### config.mk
export PLATFORM = sky130hd
export DESIGN_NAME = polynomial_add_sub_multiply
export DESIGN_NICKNAME = d
export VERILOG_FILES = /design/src/rtl/pasm_pkg.sv /design/src/rtl/pasm_ram.sv /design/src/rtl/pasm_seq.sv /design/src/rtl/pasm_dp.sv /design/src/rtl/polynomial_add_sub_multiply.sv
export SDC_FILE = /design/constraint.sdc
export NUM_CORES = 2
export LEC_CHECK = 0
export BUFFER_PORTS_ARGS = -buffer_cell sky130_fd_sc_hd__buf_2
export CAP_MARGIN = 10
export CORE_MARGIN = 2
export CORE_UTILIZATION = 45
export DETAILED_ROUTE_END_ITERATION = 6
export PLACE_DENSITY = 0.71
export SETUP_SLACK_MARGIN = 0.02
export SLEW_MARGIN = 5
export SYNTH_ARGS = -nofsm -noshare
export SYNTH_HDL_FRONTEND = slang
export SYNTH_SLANG_ARGS = --single-unit
### constraint.sdc
create_clock -name clk -period 10.79 [get_ports clk]
set_input_delay 2.158 -clock clk [delete_from_list [all_inputs] [get_ports clk]]
set_output_delay 2.158 -clock clk [all_outputs]
set_load 0.1 [all_outputs]
### src/rtl/pasm_pkg.sv
// ----------------------------------------------------------------------------
// pasm_pkg
// Shared types and codes of the polynomial add / subtract / multiply block.
// ----------------------------------------------------------------------------
`default_nettype none

package pasm_pkg;

	localparam int COEF_W = 32;
	localparam int EXP_W  = 6;

	localparam logic [1:0] KIND_LOAD_A  = 2'd0;
	localparam logic [1:0] KIND_LOAD_B  = 2'd1;
	localparam logic [1:0] KIND_COMPUTE = 2'd2;

	localparam logic [1:0] OP_MUL = 2'd0;
	localparam logic [1:0] OP_ADD = 2'd1;
	localparam logic [1:0] OP_SUB = 2'd2;

	localparam logic [COEF_W-1:0] COEF_MAX = 32'h7FFF_FFFF;
	localparam logic [COEF_W-1:0] COEF_MIN = 32'h8000_0000;

	typedef enum logic [1:0] {
		S_IDLE,
		S_ISSUE,
		S_DRAIN
	} seq_state_t;

	// Control that travels with one pair of store reads.
	typedef struct packed {
		logic             vld;
		logic             first;
		logic             fin;
		logic             last;
		logic             a_ok;
		logic             b_ok;
		logic             mul;
		logic             sub;
		logic [EXP_W-1:0] k;
	} tag_t;

endpackage

`default_nettype wire

### src/rtl/pasm_ram.sv
// ----------------------------------------------------------------------------
// pasm_ram
// Coefficient store: one write port, one read port, registered read data.
// ----------------------------------------------------------------------------
`default_nettype none

module pasm_ram #(
	parameter int DEPTH = 16,
	parameter int WIDTH = 32,
	localparam int AW   = (DEPTH > 1) ? $clog2(DEPTH) : 1
) (
	input  logic             clk,
	input  logic             we,
	input  logic [AW-1:0]    waddr,
	input  logic [WIDTH-1:0] wdata,
	input  logic             re,
	input  logic [AW-1:0]    raddr,
	output logic [WIDTH-1:0] rdata
);

	logic [WIDTH-1:0] mem [DEPTH];

	always_ff @(posedge clk) begin
		if (we) begin
			mem[waddr] <= wdata;
		end
	end

	// Hold read data while the pipeline is stalled.
	always_ff @(posedge clk) begin
		if (re) begin
			rdata <= mem[raddr];
		end
	end

endmodule

`default_nettype wire

### src/rtl/pasm_seq.sv
// ----------------------------------------------------------------------------
// pasm_seq
// Read sequencer: walks result exponents and, for multiply, the term pairs
// of each exponent, one pair of store reads per cycle while the pipeline advances.
// ----------------------------------------------------------------------------
`default_nettype none

module pasm_seq #(
	parameter int MAX_TERMS = 16,
	localparam int AW       = (MAX_TERMS > 1) ? $clog2(MAX_TERMS) : 1,
	localparam int CW       = $clog2(MAX_TERMS + 1)
) (
	input  logic            clk,
	input  logic            arst_n,
	input  logic            start,
	input  logic [CW-1:0]   na,
	input  logic [CW-1:0]   nb,
	input  logic [1:0]      op,
	input  logic            adv,
	input  logic            done,
	output logic            busy,
	output pasm_pkg::tag_t  tag,
	output logic [AW-1:0]   addr_a,
	output logic [AW-1:0]   addr_b
);

	import pasm_pkg::*;

	seq_state_t       state_q, state_d;
	logic [CW-1:0]    na_q, nb_q;
	logic             mul_q, sub_q, first_q;
	logic [EXP_W-1:0] k_q, j_q, jhi_q, lastk_q;

	logic [CW-1:0]    sa, sb;
	logic [EXP_W-1:0] span;
	logic             add_op;
	logic [EXP_W-1:0] na_e, nb_e, kn, jlo_n, jhi_n, aidx, bidx;
	logic             fin, kend, fire;

	// Span of the result from the live counts; an empty store counts as one zero.
	always_comb begin
		sa     = (na == '0) ? CW'(1) : na;
		sb     = (nb == '0) ? CW'(1) : nb;
		add_op = op inside {OP_ADD, OP_SUB};
		if (add_op) begin
			span = EXP_W'((sa > sb) ? sa : sb) - EXP_W'(1);
		end else begin
			span = EXP_W'(sa) + EXP_W'(sb) - EXP_W'(2);
		end
	end

	always_comb begin
		na_e  = (na_q == '0) ? EXP_W'(1) : EXP_W'(na_q);
		nb_e  = (nb_q == '0) ? EXP_W'(1) : EXP_W'(nb_q);
		kn    = k_q + EXP_W'(1);
		jlo_n = (kn >= nb_e) ? (kn - nb_e + EXP_W'(1)) : '0;
		jhi_n = (kn < na_e) ? kn : (na_e - EXP_W'(1));
		aidx  = mul_q ? j_q : k_q;
		bidx  = mul_q ? (k_q - j_q) : k_q;
		fin   = !mul_q || (j_q == jhi_q);
		kend  = fin && (k_q == lastk_q);
		fire  = (state_q == S_ISSUE) && adv;
	end

	always_comb begin
		state_d = state_q;
		case (state_q)
			S_IDLE: begin
				if (start) begin
					state_d = S_ISSUE;
				end
			end
			S_ISSUE: begin
				if (fire && kend) begin
					state_d = S_DRAIN;
				end
			end
			S_DRAIN: begin
				if (done) begin
					state_d = S_IDLE;
				end
			end
			default: begin
				state_d = S_IDLE;
			end
		endcase
	end

	always_comb begin
		busy      = (state_q != S_IDLE);
		tag.vld   = (state_q == S_ISSUE);
		tag.first = first_q;
		tag.fin   = fin;
		tag.last  = kend;
		tag.a_ok  = aidx < EXP_W'(na_q);
		tag.b_ok  = bidx < EXP_W'(nb_q);
		tag.mul   = mul_q;
		tag.sub   = sub_q;
		tag.k     = k_q;
		addr_a    = aidx[AW-1:0];
		addr_b    = bidx[AW-1:0];
	end

	always_ff @(posedge clk or negedge arst_n) begin
		if (!arst_n) begin
			state_q <= S_IDLE;
		end else begin
			state_q <= state_d;
		end
	end

	always_ff @(posedge clk) begin
		if (start && (state_q == S_IDLE)) begin
			na_q    <= na;
			nb_q    <= nb;
			mul_q   <= !add_op;
			sub_q   <= (op == OP_SUB);
			first_q <= 1'b1;
			k_q     <= '0;
			j_q     <= '0;
			jhi_q   <= '0;
			lastk_q <= span;
		end else if (fire) begin
			if (fin) begin
				first_q <= 1'b1;
				k_q     <= kn;
				j_q     <= jlo_n;
				jhi_q   <= jhi_n;
			end else begin
				first_q <= 1'b0;
				j_q     <= j_q + EXP_W'(1);
			end
		end
	end

endmodule

`default_nettype wire

### src/rtl/pasm_dp.sv
// ----------------------------------------------------------------------------
// pasm_dp
// Arithmetic pipeline: multiply, add or subtract the read terms, accumulate per
// exponent, round products and saturate, and hold the result in the output register.
// ----------------------------------------------------------------------------
`default_nettype none

module pasm_dp #(
	parameter int MAX_TERMS     = 16,
	parameter int FRACTION_BITS = 16,
	localparam int ACC_W        = 64 + $clog2(MAX_TERMS)
) (
	input  logic                                clk,
	input  logic                                arst_n,
	input  pasm_pkg::tag_t                      tag,
	input  logic [pasm_pkg::COEF_W-1:0]         q_a,
	input  logic [pasm_pkg::COEF_W-1:0]         q_b,
	input  logic                                drop,
	input  logic                                result_stall,
	output logic                                adv,
	output logic                                result_valid,
	output logic signed [pasm_pkg::COEF_W-1:0]  result_coefficient,
	output logic [pasm_pkg::EXP_W-1:0]          exponent,
	output logic                                saturated,
	output logic                                dropped,
	output logic                                last
);

	import pasm_pkg::*;

	localparam logic signed [ACC_W:0] RND = (FRACTION_BITS > 0)
		? ((ACC_W + 1)'(1) << (FRACTION_BITS - 1)) : '0;

	tag_t                     tag_s1, tag_s2, tag_s3;
	logic signed [63:0]       val_s2;
	logic signed [ACC_W-1:0]  acc_q, sum_s3;

	tag_t                     tag_fin;
	logic signed [COEF_W-1:0] a_v, b_v;
	logic signed [63:0]       prod, val;
	logic signed [COEF_W:0]   s33;
	logic signed [ACC_W-1:0]  acc_next;
	logic signed [ACC_W:0]    ext, shr;
	logic                     fits;
	logic [COEF_W-1:0]        coef;

	assign adv = !result_valid || !result_stall;

	// Terms past a store's count read as zero.
	always_comb begin
		a_v  = tag_s1.a_ok ? signed'(q_a) : '0;
		b_v  = tag_s1.b_ok ? signed'(q_b) : '0;
		prod = a_v * b_v;
		s33  = tag_s1.sub ? ((COEF_W + 1)'(a_v) - (COEF_W + 1)'(b_v))
		                  : ((COEF_W + 1)'(a_v) + (COEF_W + 1)'(b_v));
		val  = tag_s1.mul ? prod : 64'(s33);
	end

	always_comb begin
		acc_next = tag_s2.first ? ACC_W'(val_s2) : (acc_q + ACC_W'(val_s2));
	end

	// Only the closing pair of an exponent goes on to rounding.
	always_comb begin
		tag_fin     = tag_s2;
		tag_fin.vld = tag_s2.vld && tag_s2.fin;
	end

	// Round half up at the fraction point for products, then clip to 32 bits.
	always_comb begin
		ext  = (ACC_W + 1)'(sum_s3);
		shr  = tag_s3.mul ? ((ext + RND) >>> FRACTION_BITS) : ext;
		fits = (&shr[ACC_W:COEF_W-1]) || !(|shr[ACC_W:COEF_W-1]);
		coef = fits ? shr[COEF_W-1:0] : (shr[ACC_W] ? COEF_MIN : COEF_MAX);
	end

	always_ff @(posedge clk or negedge arst_n) begin
		if (!arst_n) begin
			tag_s1       <= '0;
			tag_s2       <= '0;
			tag_s3       <= '0;
			result_valid <= 1'b0;
		end else if (adv) begin
			tag_s1       <= tag;
			tag_s2       <= tag_s1;
			tag_s3       <= tag_fin;
			result_valid <= tag_s3.vld;
		end
	end

	always_ff @(posedge clk) begin
		if (adv) begin
			val_s2 <= val;
			if (tag_s2.vld) begin
				acc_q  <= acc_next;
				sum_s3 <= acc_next;
			end
			if (tag_s3.vld) begin
				result_coefficient <= signed'(coef);
				exponent           <= tag_s3.k;
				saturated          <= !fits;
				dropped            <= drop;
				last               <= tag_s3.last;
			end
		end
	end

endmodule

`default_nettype wire

### src/rtl/polynomial_add_sub_multiply.sv
// ----------------------------------------------------------------------------
// polynomial_add_sub_multiply
// Load requests may arrive back to back. A compute request reads one pair of
// stored terms per cycle, while the result channel is not stalled, through the
// single read port of each store: na*nb pairs for multiply, max(na,nb) for add
// and subtract (an empty store counts as one term). Input stalls until the last
// result is taken. Reset clears counts, drop flag, operation and pipeline;
// stores hold no reset.
// ----------------------------------------------------------------------------
`default_nettype none

module polynomial_add_sub_multiply #(
	parameter int MAX_TERMS     = 16,
	parameter int FRACTION_BITS = 16
) (
	input  logic                                clk,
	input  logic                                arst_n,
	// configuration: operation register
	input  logic                                operation_valid,
	output logic                                operation_ready,
	input  logic [1:0]                          operation,
	// request channel
	input  logic                                item_valid,
	output logic                                item_stall,
	input  logic [1:0]                          kind,
	input  logic signed [pasm_pkg::COEF_W-1:0]  coefficient,
	// result channel
	output logic                                result_valid,
	input  logic                                result_stall,
	output logic signed [pasm_pkg::COEF_W-1:0]  result_coefficient,
	output logic [pasm_pkg::EXP_W-1:0]          exponent,
	output logic                                saturated,
	output logic                                dropped,
	output logic                                last
);

	import pasm_pkg::*;

	localparam int AW = (MAX_TERMS > 1) ? $clog2(MAX_TERMS) : 1;
	localparam int CW = $clog2(MAX_TERMS + 1);

	logic [1:0]        op_q;
	logic [CW-1:0]     cnt_a_q, cnt_b_q;
	logic              ovf_q, drop_q;

	logic              accept, start, we_a, we_b, full_a, full_b;
	logic              busy, adv, done;
	tag_t              tag;
	logic [AW-1:0]     addr_a, addr_b;
	logic [COEF_W-1:0] q_a, q_b;

	// Register writes must land only while idle; the block does not enforce this and keeps ready high.
	assign operation_ready = 1'b1;

	// Hold off requests for the whole compute, until its last result is taken.
	assign item_stall = busy;
	assign accept     = item_valid && !item_stall;

	always_comb begin
		full_a = (cnt_a_q == CW'(MAX_TERMS));
		full_b = (cnt_b_q == CW'(MAX_TERMS));
		we_a   = accept && (kind == KIND_LOAD_A) && !full_a;
		we_b   = accept && (kind == KIND_LOAD_B) && !full_b;
		start  = accept && (kind == KIND_COMPUTE);
		done   = result_valid && last && !result_stall;
	end

	always_ff @(posedge clk or negedge arst_n) begin
		if (!arst_n) begin
			op_q    <= OP_MUL;
			cnt_a_q <= '0;
			cnt_b_q <= '0;
			ovf_q   <= 1'b0;
			drop_q  <= 1'b0;
		end else begin
			if (operation_valid && operation_ready) begin
				op_q <= operation;
			end
			if (start) begin
				// Snapshot the drop flag for this result; restart both stores empty.
				drop_q  <= ovf_q;
				ovf_q   <= 1'b0;
				cnt_a_q <= '0;
				cnt_b_q <= '0;
			end else begin
				if (we_a) begin
					cnt_a_q <= cnt_a_q + CW'(1);
				end
				if (we_b) begin
					cnt_b_q <= cnt_b_q + CW'(1);
				end
				// Drop a load into a full store and remember it.
				if (accept && ((kind == KIND_LOAD_A && full_a) ||
				               (kind == KIND_LOAD_B && full_b))) begin
					ovf_q <= 1'b1;
				end
			end
		end
	end

	pasm_ram #(
		.DEPTH (MAX_TERMS),
		.WIDTH (COEF_W)
	) u_ram_a (
		.clk   (clk),
		.we    (we_a),
		.waddr (cnt_a_q[AW-1:0]),
		.wdata (coefficient),
		.re    (adv),
		.raddr (addr_a),
		.rdata (q_a)
	);

	pasm_ram #(
		.DEPTH (MAX_TERMS),
		.WIDTH (COEF_W)
	) u_ram_b (
		.clk   (clk),
		.we    (we_b),
		.waddr (cnt_b_q[AW-1:0]),
		.wdata (coefficient),
		.re    (adv),
		.raddr (addr_b),
		.rdata (q_b)
	);

	// The sequencer snapshots counts and operation when the compute is taken.
	pasm_seq #(
		.MAX_TERMS (MAX_TERMS)
	) u_seq (
		.clk    (clk),
		.arst_n (arst_n),
		.start  (start),
		.na     (cnt_a_q),
		.nb     (cnt_b_q),
		.op     (op_q),
		.adv    (adv),
		.done   (done),
		.busy   (busy),
		.tag    (tag),
		.addr_a (addr_a),
		.addr_b (addr_b)
	);

	// The whole read pipeline advances together, frozen while a result waits.
	pasm_dp #(
		.MAX_TERMS     (MAX_TERMS),
		.FRACTION_BITS (FRACTION_BITS)
	) u_dp (
		.clk                (clk),
		.arst_n             (arst_n),
		.tag                (tag),
		.q_a                (q_a),
		.q_b                (q_b),
		.drop               (drop_q),
		.result_stall       (result_stall),
		.adv                (adv),
		.result_valid       (result_valid),
		.result_coefficient (result_coefficient),
		.exponent           (exponent),
		.saturated          (saturated),
		.dropped            (dropped),
		.last               (last)
	);

	// Results appear only inside a compute.
	assert property (@(posedge clk) disable iff (!arst_n)
		result_valid |-> busy)
		else $error("result outside compute");

	// Stores are never written while a compute reads them.
	assert property (@(posedge clk) disable iff (!arst_n)
		(we_a || we_b) |-> !busy)
		else $error("store write during compute");

	// Taking the last result returns the block to idle.
	assert property (@(posedge clk) disable iff (!arst_n)
		done |=> !busy)
		else $error("still busy after last result");

	// Counts never pass capacity.
	assert property (@(posedge clk) disable iff (!arst_n)
		(cnt_a_q <= CW'(MAX_TERMS)) && (cnt_b_q <= CW'(MAX_TERMS)))
		else $error("store count beyond capacity");

endmodule

`default_nettype wire
==> results_dict.tcl <==
set metrics [dict create \
    status "completed" \
    hold_violations 0 \
    relSlewSlack_pct 21.6 \
    crit_type "reg -> reg" \
    fillers 19100 \
    yosysWarnings 0 \
    drive_gt1_share_pct 6.71 \
    cts.clk_slew.worst_paths_ns 0.06 \
    grt_pass1_vias 72600 \
    placedCellCount 12000 \
    worstHoldStart "u_seq.first_q" \
    die_area_mm2 0.220 \
    avgRoutedWirePerCell_um 24.7 \
    portBuffers 83 \
    post_cts_buffers 0 \
    worstPathMaxFanout 26 \
    dpl.hpwl_um 216000 \
    slew_violations 0 \
    cts_tree "yes" \
    ctsLongestPathBuffers 3 \
    antenna_found_initial 20 \
    synth_cell_types 84 \
    synthesis.nets 10900 \
    synthArstFlopShare_pct 3.78 \
    drv_cap 0 \
    rsz0062_at_grt "no" \
    synth_edf_count 1279 \
    vias_per_cell 5.81 \
    critPathCaptureType "flip-flop" \
    synth_seq_area_share_pct 41.1 \
    die_w_um 469 \
    fmax_mhz 98.4 \
    worst_setup_path_start_kind "flip-flop" \
    first_pass_iters 6 \
    cts-root-buf "clkbuf_16" \
    grt_max_degree 88 \
    final_util_pct 49.3 \
    post_cts_resized 0 \
    coreArea_mm2 0.215 \
    grt_use_total_pct 27.2 \
    ant_nets 0 \
    grt_pass1_wl_um 453000 \
    io_pins 85 \
    yosys_most_used_dff "edfxtp_1" \
    fin_crit_ns 10.17 \
    area_growth_pct 8.63 \
    cts.sinks 1349 \
    crit_path_start "u_dp.tag_s1[8]" \
    tightestPinTransition_ns 1.18 \
    hold_path_class "reg -> reg" \
    synth_area_leaders "edfxtp_1, fa_1, nand2_1, ha_1, inv_1" \
    synth_top_area_cell "edfxtp_1" \
    synthCells 9393 \
    drt-total-wl_um 302000 \
    rows 170 \
    stdcell_count 12300 \
    setup_tns_ns 0 \
    syn_area_per_cell_um2 10.4 \
    initial_utilization_pct 45.3 \
    num-nets-final 10800 \
    report.final.setup_viol 0 \
    skew_ns 0.0927 \
    cp_data_arrival_time_ns 10.79 \
    htree_levels 4 \
    clk_latency_ns 0.84 \
    ys_seq_elements 1349 \
    drt-initial-drc-count 7619 \
    cts_hold_buffers 0 \
    r2r_start "u_dp.tag_s1[8]" \
    synthesis.area_mm2 0.0974 \
    place.gp.congestion 1.07 \
    numCtsBuffers 137 \
    drc 0 \
    synth_top_area_share_pct 39.4 \
    cp.required_ns 11.41 \
    finalCritPeriodShare_pct 94.2 \
    overflow 0 \
    vias 71200 \
    setup_ws_ns 0.624 \
    die_h_um 469 \
    post-place-ws_ns 0.825 \
]
## worst paths after layout
path	to	slack (ns)	cells past startpoint
max	u_dp.val_s2[61]	0.62	24
min	u_dp.tag_s1[12]	0.44	2
max reg2reg	u_dp.val_s2[61]	0.62	24
min reg2reg	u_dp.tag_s1[12]	0.44	2
max in group asynchronous	u_dp.tag_fin[12]	8.62	2
min in group asynchronous	u_dp.tag_s1[9]	1.50	2
## area by class of cell
| type | instances | area (um2) | share of cell area (%) |
|---|---|---|---|
| Multi-Input combinational cell | 6431 | 51500 | 48.6 |
| Sequential cell | 1349 | 40100 | 37.9 |
| Inverter | 1080 | 4070 | 3.84 |
| Clock buffer | 172 | 3610 | 3.41 |
| Tap cell | 2838 | 3550 | 3.36 |
| Timing Repair Buffer | 304 | 2110 | 1.99 |
| Clock inverter | 72 | 937 | 0.885 |
| Antenna cell | 6 | 15.0 | 0.0142 |
## metrics by stage
| stage | hold slack [ns] | cell area (um2) |
|---|---|---|
| 2_1_floorplan | 0.414 | 97400 |
| 3_3_place_gp | 0.435 | 101000 |
| 5_1_grt | 0.470 | 106000 |
| 3_5_place_dp | 0.439 | 101000 |
| 6_report | 0.445 | 106000 |
| 4_1_cts | 0.449 | 106000 |
## critical path, stage by stage (launching register included)
cell      delay (ns)
dfrtp_2         0.67
and2_1          0.97
buf_4           0.36
nand2_1         0.13
fa_1            0.59
fa_1            0.43
fa_1            0.50
fa_1            0.55
inv_1           0.05
fa_1            0.48
fa_1            0.57
fa_1            0.44
fa_1            0.45
ha_1            0.47
nand4_1         0.18
nor2_1          0.33
nand3_1         0.12
a211oi_1        0.63
buf_4           0.26
o211ai_1        0.15
a31oi_1         0.57
a31oi_1         0.24
o31ai_1         0.33
mux2_2          0.37
nand3_1         0.08
## kinds of logic (layout without fill, tap and decap cells)
kind of cell,count (synthesis),in the layout,share of synthesized area [%]
AOI/OAI and AO/OA,1031,1031,7.02
xor gates and xnor gates,267,267,2.40
adders and majority gates,1430,1430,26.7
buffers and inverters,1613,1628,6.25
DFF,1349,1349,41.1
muxes,29,29,0.315
other,1,7,0.00385
and+or+nand+nor,3673,3673,16.1
## routing by layer
metal | global-route usage (%) | share of wire [%]
met1 | 33.3 | 37
met2 | 44.6 | 47
met3 | 6.27 | 9.7
met4 | 14.8 | 6.3
met5 | 0.238 | 0.053
## cells in the final DEF, fill, tap and decap left out, types with 83 or more instances in the layout
cell	instances
a311oi_1	132
and3_1	98
nor2_1	681
inv_1	1055
o21ai_0	234
ha_1	342
xnor2_1	164
fa_1	1088
nand3_1	637
a21o_1	110
edfxtp_1	1279
a21oi_1	203
nand2_1	1943
buf_2	83
buf_4	219
clkbuf_16	138
xor2_1	103
a31oi_1	103
## state kept, by name (all words and copies together), names as in the netlist, 6 cells and up
signal / count
u_dp.tag_s1: 14
u_dp.exponent: 6
u_dp.val_s2: 64
u_seq.k_q: 6
u_dp.acc_q: 68
u_dp.tag_fin: 10
u_ram_b.rdata: 32
u_dp.result_coefficient: 32
u_ram_a.mem: 512
u_seq.lastk_q: 6
u_dp.tag_s3: 9
u_seq.jhi_q: 6
u_seq.j_q: 6
u_ram_a.rdata: 32
u_ram_b.mem: 512
## cells in the mapped netlist (24+ instances only)
| cell type | number |
|---|---|
| ha_1 | 342 |
| nor3_1 | 51 |
| edfxtp_1 | 1279 |
| nand2_1 | 1945 |
| a21o_1 | 111 |
| clkbuf_1 | 457 |
| a211oi_1 | 27 |
| o21bai_1 | 24 |
| fa_1 | 1088 |
| nor2_1 | 685 |
| and2_1 | 59 |
| nor2b_1 | 24 |
| o21ai_2 | 29 |
| nand4_1 | 40 |
| a311oi_1 | 132 |
| nand2b_1 | 25 |
| o21ai_0 | 234 |
| nand3_1 | 637 |
| and3_1 | 112 |
| xor2_1 | 103 |
| a31oi_1 | 103 |
| a21oi_1 | 208 |
| xnor2_1 | 164 |
| buf_1 | 67 |
| inv_1 | 1058 |
| dfrtp_1 | 51 |
Power is left out: the tool's default activity adds up to more than one toggle a clock period on the data nets, which glitch-free logic cannot reach.
